[config.mk]
export PLATFORM = sky130hd
export DESIGN_NAME = tilt_motion_filter_flat
export DESIGN_NICKNAME = d
export VERILOG_FILES = /design/src/rtl/core/tmf_pkg.sv /design/src/rtl/core/tmf_sample_if.sv /design/src/rtl/core/tmf_result_if.sv /design/src/rtl/core/tilt_motion_filter.sv /design/src/flat_wrapper.sv
export SDC_FILE = /design/constraint.sdc
export NUM_CORES = 1
export LEC_CHECK = 0
export BUFFER_PORTS_ARGS = -buffer_cell sky130_fd_sc_hd__buf_2
export CORE_MARGIN = 1
export CORE_UTILIZATION = 44
export CTS_CLUSTER_SIZE = 28
export DETAILED_ROUTE_END_ITERATION = 8
export SKIP_LAST_GASP = 1
export SLEW_MARGIN = 25
export SYNTH_ARGS = -nofsm -noshare
export SYNTH_HDL_FRONTEND = slang
export SYNTH_SLANG_ARGS = --single-unit
[constraint.sdc]
create_clock -name clk -period 12 [get_ports clk]
set_input_delay 0.6 -clock clk [delete_from_list [all_inputs] [get_ports clk]]
set_output_delay 0.6 -clock clk [all_outputs]
set_load 0.02 [all_outputs]
[src/rtl/core/tmf_pkg.sv]
// constants and types of the tilt motion filter
// no dependencies
package tmf_pkg;

    localparam int TMF_SAMPLE_BITS = 16;
    localparam int TMF_CFG_W       = 16;
    localparam int TMF_ADDR_W      = 4;
    localparam int TMF_DATA_W      = 32;

    // shifts of the two smoothers: quarter and one-sixteenth weight
    localparam int TMF_AVG_SHIFT  = 2;
    localparam int TMF_TILT_SHIFT = 4;

    localparam logic                        TMF_ENABLE_RST      = 1'b1;
    localparam logic [TMF_CFG_W-1:0]        TMF_MOTION_THR_RST  = 16'd40;
    localparam logic [TMF_CFG_W-1:0]        TMF_REST_THR_RST    = 16'd5;
    localparam logic signed [TMF_CFG_W-1:0] TMF_TILT_OFFSET_RST = 16'sd1024;

    typedef enum logic [1:0] {
        REG_ENABLE      = 2'd0,
        REG_MOTION_THR  = 2'd1,
        REG_REST_THR    = 2'd2,
        REG_TILT_OFFSET = 2'd3
    } tmf_reg_idx_t;

endpackage

[src/rtl/core/tmf_sample_if.sv]
// input channel of the tilt motion filter: one three-axis sample per word
// depends on tmf_pkg
interface tmf_sample_if
    import tmf_pkg::*;
#(
    parameter int SAMPLE_BITS = TMF_SAMPLE_BITS
);
    logic                          valid;
    logic                          ready;
    logic signed [SAMPLE_BITS-1:0] accel_x;
    logic signed [SAMPLE_BITS-1:0] accel_y;
    logic signed [SAMPLE_BITS-1:0] accel_z;

    modport source (output valid, output accel_x, output accel_y, output accel_z, input ready);
    modport sink   (input valid, input accel_x, input accel_y, input accel_z, output ready);
endinterface

[src/rtl/core/tmf_result_if.sv]
// output channel of the tilt motion filter: motion and tilt per word
// depends on tmf_pkg
interface tmf_result_if
    import tmf_pkg::*;
#(
    parameter int SAMPLE_BITS = TMF_SAMPLE_BITS
);
    logic                        valid;
    logic                        ready;
    logic signed [SAMPLE_BITS:0] motion_x;
    logic signed [SAMPLE_BITS:0] motion_y;
    logic signed [SAMPLE_BITS:0] motion_z;
    logic signed [SAMPLE_BITS:0] tilt_a;
    logic signed [SAMPLE_BITS:0] tilt_b;

    modport source (output valid, output motion_x, output motion_y, output motion_z,
                    output tilt_a, output tilt_b, input ready);
    modport sink   (input valid, input motion_x, input motion_y, input motion_z,
                    input tilt_a, input tilt_b, output ready);
endinterface

[src/rtl/core/tilt_motion_filter.sv]
// tilt motion filter top level: deadband moving average per axis, two tilt smoothers
// depends on tmf_pkg, tmf_sample_if, tmf_result_if
//
// The block takes one sample word per clock while ready is high and returns
// one result word per sample: the sample lands in an input register, and the
// per-axis deadband, quarter-weight average and the two tilt smoothers run
// in one pass of logic into the result register, updating the filter state
// in the same edge. A full result register that is not taken holds the
// input register, and ready drops only when both are full. Configuration is
// through the APB port; writing enable to 0 makes every following word
// clear the filter state and return all zeros.
module tilt_motion_filter
    import tmf_pkg::*;
#(
    parameter int SAMPLE_BITS = TMF_SAMPLE_BITS
)
(
    input  logic                  clk,
    input  logic                  rst_n,
    input  logic                  psel,
    input  logic                  penable,
    input  logic                  pwrite,
    input  logic [TMF_ADDR_W-1:0] paddr,
    input  logic [TMF_DATA_W-1:0] pwdata,
    output logic [TMF_DATA_W-1:0] prdata,
    output logic                  pready,
    tmf_sample_if.sink            in_ch,
    tmf_result_if.source          out_ch
);

    localparam int SW = SAMPLE_BITS;
    localparam int AW = SAMPLE_BITS + 2;                         // average state
    localparam int XW = SAMPLE_BITS + 3;                         // average arithmetic
    localparam int MW = (XW > TMF_CFG_W) ? XW : TMF_CFG_W;       // magnitude compare
    localparam int TW = ((SW > TMF_CFG_W) ? SW : TMF_CFG_W) + 3; // tilt arithmetic
    localparam logic signed [XW-1:0] AVG_BIAS = XW'((1 << TMF_AVG_SHIFT) - 1);

    // configuration registers
    logic                        enable_reg;
    logic [TMF_CFG_W-1:0]        motion_thr_reg;
    logic [TMF_CFG_W-1:0]        rest_thr_reg;
    logic signed [TMF_CFG_W-1:0] tilt_offset_reg;
    logic                        cfg_wr;
    tmf_reg_idx_t                cfg_idx;

    assign cfg_wr  = psel && penable && pwrite;
    assign cfg_idx = tmf_reg_idx_t'(paddr[3:2]);
    assign pready  = 1'b1;

    always_ff @(posedge clk or negedge rst_n)
    begin
        if (!rst_n)
        begin
            enable_reg      <= TMF_ENABLE_RST;
            motion_thr_reg  <= TMF_MOTION_THR_RST;
            rest_thr_reg    <= TMF_REST_THR_RST;
            tilt_offset_reg <= TMF_TILT_OFFSET_RST;
        end
        else if (cfg_wr)
        begin
            case (cfg_idx)
                REG_ENABLE:      enable_reg      <= pwdata[0];
                REG_MOTION_THR:  motion_thr_reg  <= pwdata[TMF_CFG_W-1:0];
                REG_REST_THR:    rest_thr_reg    <= pwdata[TMF_CFG_W-1:0];
                REG_TILT_OFFSET: tilt_offset_reg <= $signed(pwdata[TMF_CFG_W-1:0]);
                default:         enable_reg      <= enable_reg;
            endcase
        end
    end

    always_comb
    begin
        case (cfg_idx)
            REG_ENABLE:      prdata = TMF_DATA_W'(enable_reg);
            REG_MOTION_THR:  prdata = TMF_DATA_W'(motion_thr_reg);
            REG_REST_THR:    prdata = TMF_DATA_W'(rest_thr_reg);
            REG_TILT_OFFSET: prdata = TMF_DATA_W'(tilt_offset_reg);
            default:         prdata = '0;
        endcase
    end

    // handshake and stage control
    logic s1_valid_reg, s1_valid_next;
    logic out_valid_reg, out_valid_next;
    logic out_adv;
    logic in_acc;
    logic proc;

    assign out_adv     = !out_valid_reg || out_ch.ready;
    assign in_ch.ready = !s1_valid_reg || out_adv;
    assign in_acc      = in_ch.valid && in_ch.ready;
    assign proc        = out_adv && s1_valid_reg;

    always_comb
    begin
        s1_valid_next  = s1_valid_reg;
        out_valid_next = out_valid_reg;
        if (in_ch.ready)
        begin
            s1_valid_next = in_ch.valid;
        end
        if (out_adv)
        begin
            out_valid_next = s1_valid_reg;
        end
    end

    always_ff @(posedge clk or negedge rst_n)
    begin
        if (!rst_n)
        begin
            s1_valid_reg  <= 1'b0;
            out_valid_reg <= 1'b0;
        end
        else
        begin
            s1_valid_reg  <= s1_valid_next;
            out_valid_reg <= out_valid_next;
        end
    end

    // input register
    logic signed [SW-1:0] samp_reg [3];

    always_ff @(posedge clk)
    begin
        if (in_acc)
        begin
            samp_reg[0] <= in_ch.accel_x;
            samp_reg[1] <= in_ch.accel_y;
            samp_reg[2] <= in_ch.accel_z;
        end
    end

    // per-axis deadband and quarter-weight average
    logic signed [SW:0] motion_res [3];

    for (genvar i = 0; i < 3; i++)
    begin : g_axis
        logic signed [SW-1:0] prev_reg, prev_next;
        logic signed [AW-1:0] avg_reg, avg_next;
        logic signed [XW-1:0] diff, diff_abs, diff_dz, err, quarter, avg_sum, avg_abs, avg_dz;

        always_comb
        begin
            diff     = XW'(samp_reg[i]) - XW'(prev_reg);
            diff_abs = diff[XW-1] ? -diff : diff;
            diff_dz  = (MW'($unsigned(diff_abs)) < MW'(motion_thr_reg)) ? '0 : diff;
            err      = diff_dz - XW'(avg_reg);
            // divide by four toward zero
            quarter  = err[XW-1] ? ((err + AVG_BIAS) >>> TMF_AVG_SHIFT)
                                 : (err >>> TMF_AVG_SHIFT);
            avg_sum  = XW'(avg_reg) + quarter;
            avg_abs  = avg_sum[XW-1] ? -avg_sum : avg_sum;
            avg_dz   = (MW'($unsigned(avg_abs)) < MW'(rest_thr_reg)) ? '0 : avg_sum;

            prev_next = enable_reg ? samp_reg[i] : '0;
            avg_next  = enable_reg ? AW'(avg_dz) : '0;
            motion_res[i] = enable_reg ? avg_dz[SW:0] : '0;
        end

        always_ff @(posedge clk or negedge rst_n)
        begin
            if (!rst_n)
            begin
                prev_reg <= '0;
                avg_reg  <= '0;
            end
            else if (proc)
            begin
                prev_reg <= prev_next;
                avg_reg  <= avg_next;
            end
        end
    end

    // tilt smoothers, arithmetic shift rounds toward minus infinity
    logic signed [TW-1:0] tilt_a_reg, tilt_a_next;
    logic signed [TW-1:0] tilt_b_reg, tilt_b_next;
    logic signed [TW-1:0] tgt_a, tgt_b, err_a, err_b, sum_a, sum_b;

    always_comb
    begin
        tgt_a = TW'(tilt_offset_reg) - TW'(samp_reg[1]);
        tgt_b = -TW'(samp_reg[0]);
        err_a = tgt_a - tilt_a_reg;
        err_b = tgt_b - tilt_b_reg;
        sum_a = tilt_a_reg + (err_a >>> TMF_TILT_SHIFT);
        sum_b = tilt_b_reg + (err_b >>> TMF_TILT_SHIFT);
        tilt_a_next = enable_reg ? sum_a : '0;
        tilt_b_next = enable_reg ? sum_b : '0;
    end

    always_ff @(posedge clk or negedge rst_n)
    begin
        if (!rst_n)
        begin
            tilt_a_reg <= '0;
            tilt_b_reg <= '0;
        end
        else if (proc)
        begin
            tilt_a_reg <= tilt_a_next;
            tilt_b_reg <= tilt_b_next;
        end
    end

    // result register
    logic signed [SW:0] motion_x_reg, motion_y_reg, motion_z_reg;
    logic signed [SW:0] tilt_a_out_reg, tilt_b_out_reg;

    always_ff @(posedge clk)
    begin
        if (proc)
        begin
            motion_x_reg   <= motion_res[0];
            motion_y_reg   <= motion_res[1];
            motion_z_reg   <= motion_res[2];
            tilt_a_out_reg <= tilt_a_next[SW:0];
            tilt_b_out_reg <= tilt_b_next[SW:0];
        end
    end

    assign out_ch.valid    = out_valid_reg;
    assign out_ch.motion_x = motion_x_reg;
    assign out_ch.motion_y = motion_y_reg;
    assign out_ch.motion_z = motion_z_reg;
    assign out_ch.tilt_a   = tilt_a_out_reg;
    assign out_ch.tilt_b   = tilt_b_out_reg;

endmodule

[src/flat_wrapper.sv]
// flat-port wrapper written by rule: the top's interface ports become plain ports
module tilt_motion_filter_flat import tmf_pkg::*;
#(
    parameter int SAMPLE_BITS = TMF_SAMPLE_BITS
)
  (clk, rst_n, psel, penable, pwrite, paddr, pwdata, prdata, pready, in_ch_valid, in_ch_accel_x, in_ch_accel_y, in_ch_accel_z, in_ch_ready, out_ch_valid, out_ch_motion_x, out_ch_motion_y, out_ch_motion_z, out_ch_tilt_a, out_ch_tilt_b, out_ch_ready);
  tmf_sample_if #(.SAMPLE_BITS(SAMPLE_BITS)) in_ch_i ();
  tmf_result_if #(.SAMPLE_BITS(SAMPLE_BITS)) out_ch_i ();
  input  logic clk;
  input  logic rst_n;
  input  logic psel;
  input  logic penable;
  input  logic pwrite;
  input  logic [TMF_ADDR_W-1:0] paddr;
  input  logic [TMF_DATA_W-1:0] pwdata;
  output logic [TMF_DATA_W-1:0] prdata;
  output logic pready;
  input wire logic [$bits(in_ch_i.valid)-1:0] in_ch_valid;
  input wire logic [$bits(in_ch_i.accel_x)-1:0] in_ch_accel_x;
  input wire logic [$bits(in_ch_i.accel_y)-1:0] in_ch_accel_y;
  input wire logic [$bits(in_ch_i.accel_z)-1:0] in_ch_accel_z;
  output wire logic [$bits(in_ch_i.ready)-1:0] in_ch_ready;
  output wire logic [$bits(out_ch_i.valid)-1:0] out_ch_valid;
  output wire logic [$bits(out_ch_i.motion_x)-1:0] out_ch_motion_x;
  output wire logic [$bits(out_ch_i.motion_y)-1:0] out_ch_motion_y;
  output wire logic [$bits(out_ch_i.motion_z)-1:0] out_ch_motion_z;
  output wire logic [$bits(out_ch_i.tilt_a)-1:0] out_ch_tilt_a;
  output wire logic [$bits(out_ch_i.tilt_b)-1:0] out_ch_tilt_b;
  input wire logic [$bits(out_ch_i.ready)-1:0] out_ch_ready;
  assign in_ch_i.valid = in_ch_valid;
  assign in_ch_i.accel_x = in_ch_accel_x;
  assign in_ch_i.accel_y = in_ch_accel_y;
  assign in_ch_i.accel_z = in_ch_accel_z;
  assign in_ch_ready = in_ch_i.ready;
  assign out_ch_valid = out_ch_i.valid;
  assign out_ch_motion_x = out_ch_i.motion_x;
  assign out_ch_motion_y = out_ch_i.motion_y;
  assign out_ch_motion_z = out_ch_i.motion_z;
  assign out_ch_tilt_a = out_ch_i.tilt_a;
  assign out_ch_tilt_b = out_ch_i.tilt_b;
  assign out_ch_i.ready = out_ch_ready;
  tilt_motion_filter #(.SAMPLE_BITS(SAMPLE_BITS)) u_core (.clk(clk), .rst_n(rst_n), .psel(psel), .penable(penable), .pwrite(pwrite), .paddr(paddr), .pwdata(pwdata), .prdata(prdata), .pready(pready), .in_ch(in_ch_i), .out_ch(out_ch_i));
endmodule
==> qor.yml <==
path_clk_slew_ns: 0.06
max_stage_delay_ns: 0.57
worst_slew_pin_slew_ns: 0.904
slowest_stage: "or4_4"
seq_area_frac_synth_pct: 31.1
nFillCells: 5779
cap_violations: 0
viasPerCell: 5.60
synth_area_sq_um: 28300
grt_start_max_net_pins: 106
io_buffers: 191
detail_route.wl_per_cell_um: 19.1
fin_skew_ns: 0.0173
antenna_found_initial: 4
min_period_ns: 11.56
holdBufCountCts: 0
hold_violations: 0
critPathKind: "flip-flop to flip-flop"
max_slew_margin_pct: 39.8
synth_top_area_share_pct: 16.4
hpwl_um: 65900
synth_edf_count: 133
start_kind: "flip-flop"
vias: 25230
die_area_sq_um: 65200
instances_no_fill: 4505
drcViolationCount: 0
clock_latency_ns: 0.58
crit_required_ns: 12.33
place_congestion: 0.924
antenna_left: 0
cts_tree: "built"
placed_cell_area_sq_um: 31900
syn_nets: 3634
synth_top_cell_by_area: "dfrtp_1"
finalSetupTns_ns: 0
cts-root-buf: "clkbuf_16"
synthTopCellsByArea: "dfrtp_1 (16%), ha_1 (15%), edfxtp_1 (14%)"
synth_ff_type: "dfrtp_1"
yosys-top-cells-count: "ha_1 (345), inv_1 (292), nor2_1 (265), o21ai_0 (217), nand2_1 (207)"
netlist_instances: 3170
largest_reg_flops: 54
wirelength_um: 86000
async_flop_share_pct: 59.0
cts_made_buffers: 42
initial_core_util_pct: 44.6
grt_usage_pct: 25.5
grt_pass1_vias: 24771
max_freq_mhz: 86.5
rows: 92
core-area_sq_um: 63300
grt-ovfl-total: 0
num_io_pins: 211
synth_cell_types: 97
yosysWarnings: 0
drt-pass1-iter-count: 5
grt_pass1_wl_um: 133000
crit_fanout: 8
setup_violations: 0
critPathArrivalTime_ns: 11.88
dieWidth_um: 255
fp.dieH_um: 255
multi_input_area_sq_um: 18900
crit_path_end_kind: "flip-flop"
syn_to_final_growth_pct: 22.7
slew_violations: 0
regArea_sq_um: 8780
fin_crit_sh_pct: 96.3
synth_seq_cells: 324
status: "finished clean"
htreeDepth: 2
dp.cells: 4374
drtIter0Drc: 1452
nNetsFinal: 4089
hold_class: "input port to async pin"
clockBufferDepth: 3
drive_gt1_share_pct: 22.6
fin_area_sq_um: 34700
post-route-util_pct: 54.8
syn_avg_cell_area_sq_um: 8.92
synth.most_common_cell: "ha_1"
cts_num_sinks: 324
==> layout by cell type, fill, tap and decap left out, types with 19 or more instances in the layout <==
cell type | Yosys | final
xor2_1 | 79 | 77
nand3_1 | 112 | 108
edfxtp_1 | 133 | 133
a21oi_1 | 153 | 135
a31oi_1 | 32 | 26
ha_1 | 345 | 332
inv_1 | 292 | 289
a21oi_2 | 1 | 19
o21ai_0 | 217 | 190
a211oi_1 | 25 | 19
o21ai_1 | 1 | 19
a21o_1 | 53 | 52
dfrtp_1 | 185 | 185
nor2_1 | 265 | 255
buf_2 | 3 | 190
o31ai_1 | 29 | 23
clkbuf_16 | 0 | 48
nor3_1 | 81 | 74
a22o_1 | 28 | 28
buf_4 | 17 | 296
fa_1 | 28 | 19
xnor2_1 | 196 | 181
nand2b_1 | 36 | 36
or3_1 | 22 | 20
and3_1 | 29 | 29
o21a_1 | 60 | 60
mux2_2 | 45 | 45
nand2_1 | 207 | 197
nor2b_1 | 58 | 57
and2_1 | 45 | 40
o22ai_1 | 24 | 23
==> stage by stage <==
stage	setup slack, ns	hold slack, ns
after floorplan	0.0108	0.304
after global placement	-0.293	0.468
after detailed placement	-0.435	0.474
after CTS	-0.00835	0.0993
after global routing	-0.115	0.130
final	0.445	0.0679
==> area by class of cell <==
type | instances | share of cell area [%]
Timing Repair Buffer | 499 | 9.78
Clock buffer | 56 | 3.45
Inverter | 292 | 3.18
Clock inverter | 21 | 0.635
Multi-Input combinational cell | 2466 | 54.6
Antenna cell | 1 | 0.00721
Tap cell | 846 | 3.05
Sequential cell | 324 | 25.3
==> final timing paths <==
check	startpoint	end	slack (ns)	depth (start not counted)
setup / recovery	u_core.g_axis[1].prev_reg[0]	u_core.out_ch.motion_y[6]	0.44	60
hold / removal	rst_n	u_core.tilt_a_reg[14]	0.07	1
setup reg to reg	u_core.g_axis[1].prev_reg[0]	u_core.out_ch.motion_y[6]	0.44	60
hold reg to reg	u_core.g_axis[2].prev_reg[0]	u_core.g_axis[2].prev_reg[0]	0.49	2
max in group asynchronous	rst_n	u_core.g_axis[0].avg_reg[3]	9.92	3
min in group clk	in_ch_accel_z[10]	u_core.samp_reg[0][42]	0.20	1
==> critical path: cells and delay by family (launching register included) <==
| family | cells | cell delay (ns) |
|---|---|---|
| and+or+nand+nor | 12 | 2.04 |
| adders and majority gates | 8 | 2.20 |
| DFF | 1 | 0.41 |
| xor gates and xnor gates | 2 | 0.29 |
| buffers and inverters | 4 | 0.53 |
| AOI/OAI and AO/OA | 34 | 5.77 |
==> per-layer routing <==
metal,part of all wire [%],GRT usage [%],vias to the layer above
met5,0.028,0,-
met4,3.3,8.17,4
met3,4.5,3.35,134
met2,47,42.4,584
met1,45,34.2,12208
li1,-,-,12300
==> cell families (layout without fill, tap and decap cells) <==
group | Yosys count | after routing | synth area share, %
AOI/OAI and AO/OA | 810 | 813 | 19.2
xor gates and xnor gates | 276 | 276 | 8.58
adders and majority gates | 373 | 373 | 17.3
buffers and inverters | 383 | 868 | 5.35
DFF | 324 | 324 | 31.1
muxes | 53 | 53 | 2.12
other | 1 | 2 | 0.0133
and+or+nand+nor | 950 | 950 | 16.4
==> timing repair <==
| action | 4_1_cts | 5_1_grt |
|---|---|---|
| gates resized for setup | 40 | 178 |
| setup buffers | 14 | 33 |
| setup endpoints to repair | 103 | 105 |
| cloned | 1 | 5 |
| pin swaps | 19 | 119 |
| hold endpoints to repair | 0 | 0 |
Power is not shown: default switching activity piles up to over one toggle a cycle in this logic, so the estimate is an artifact.
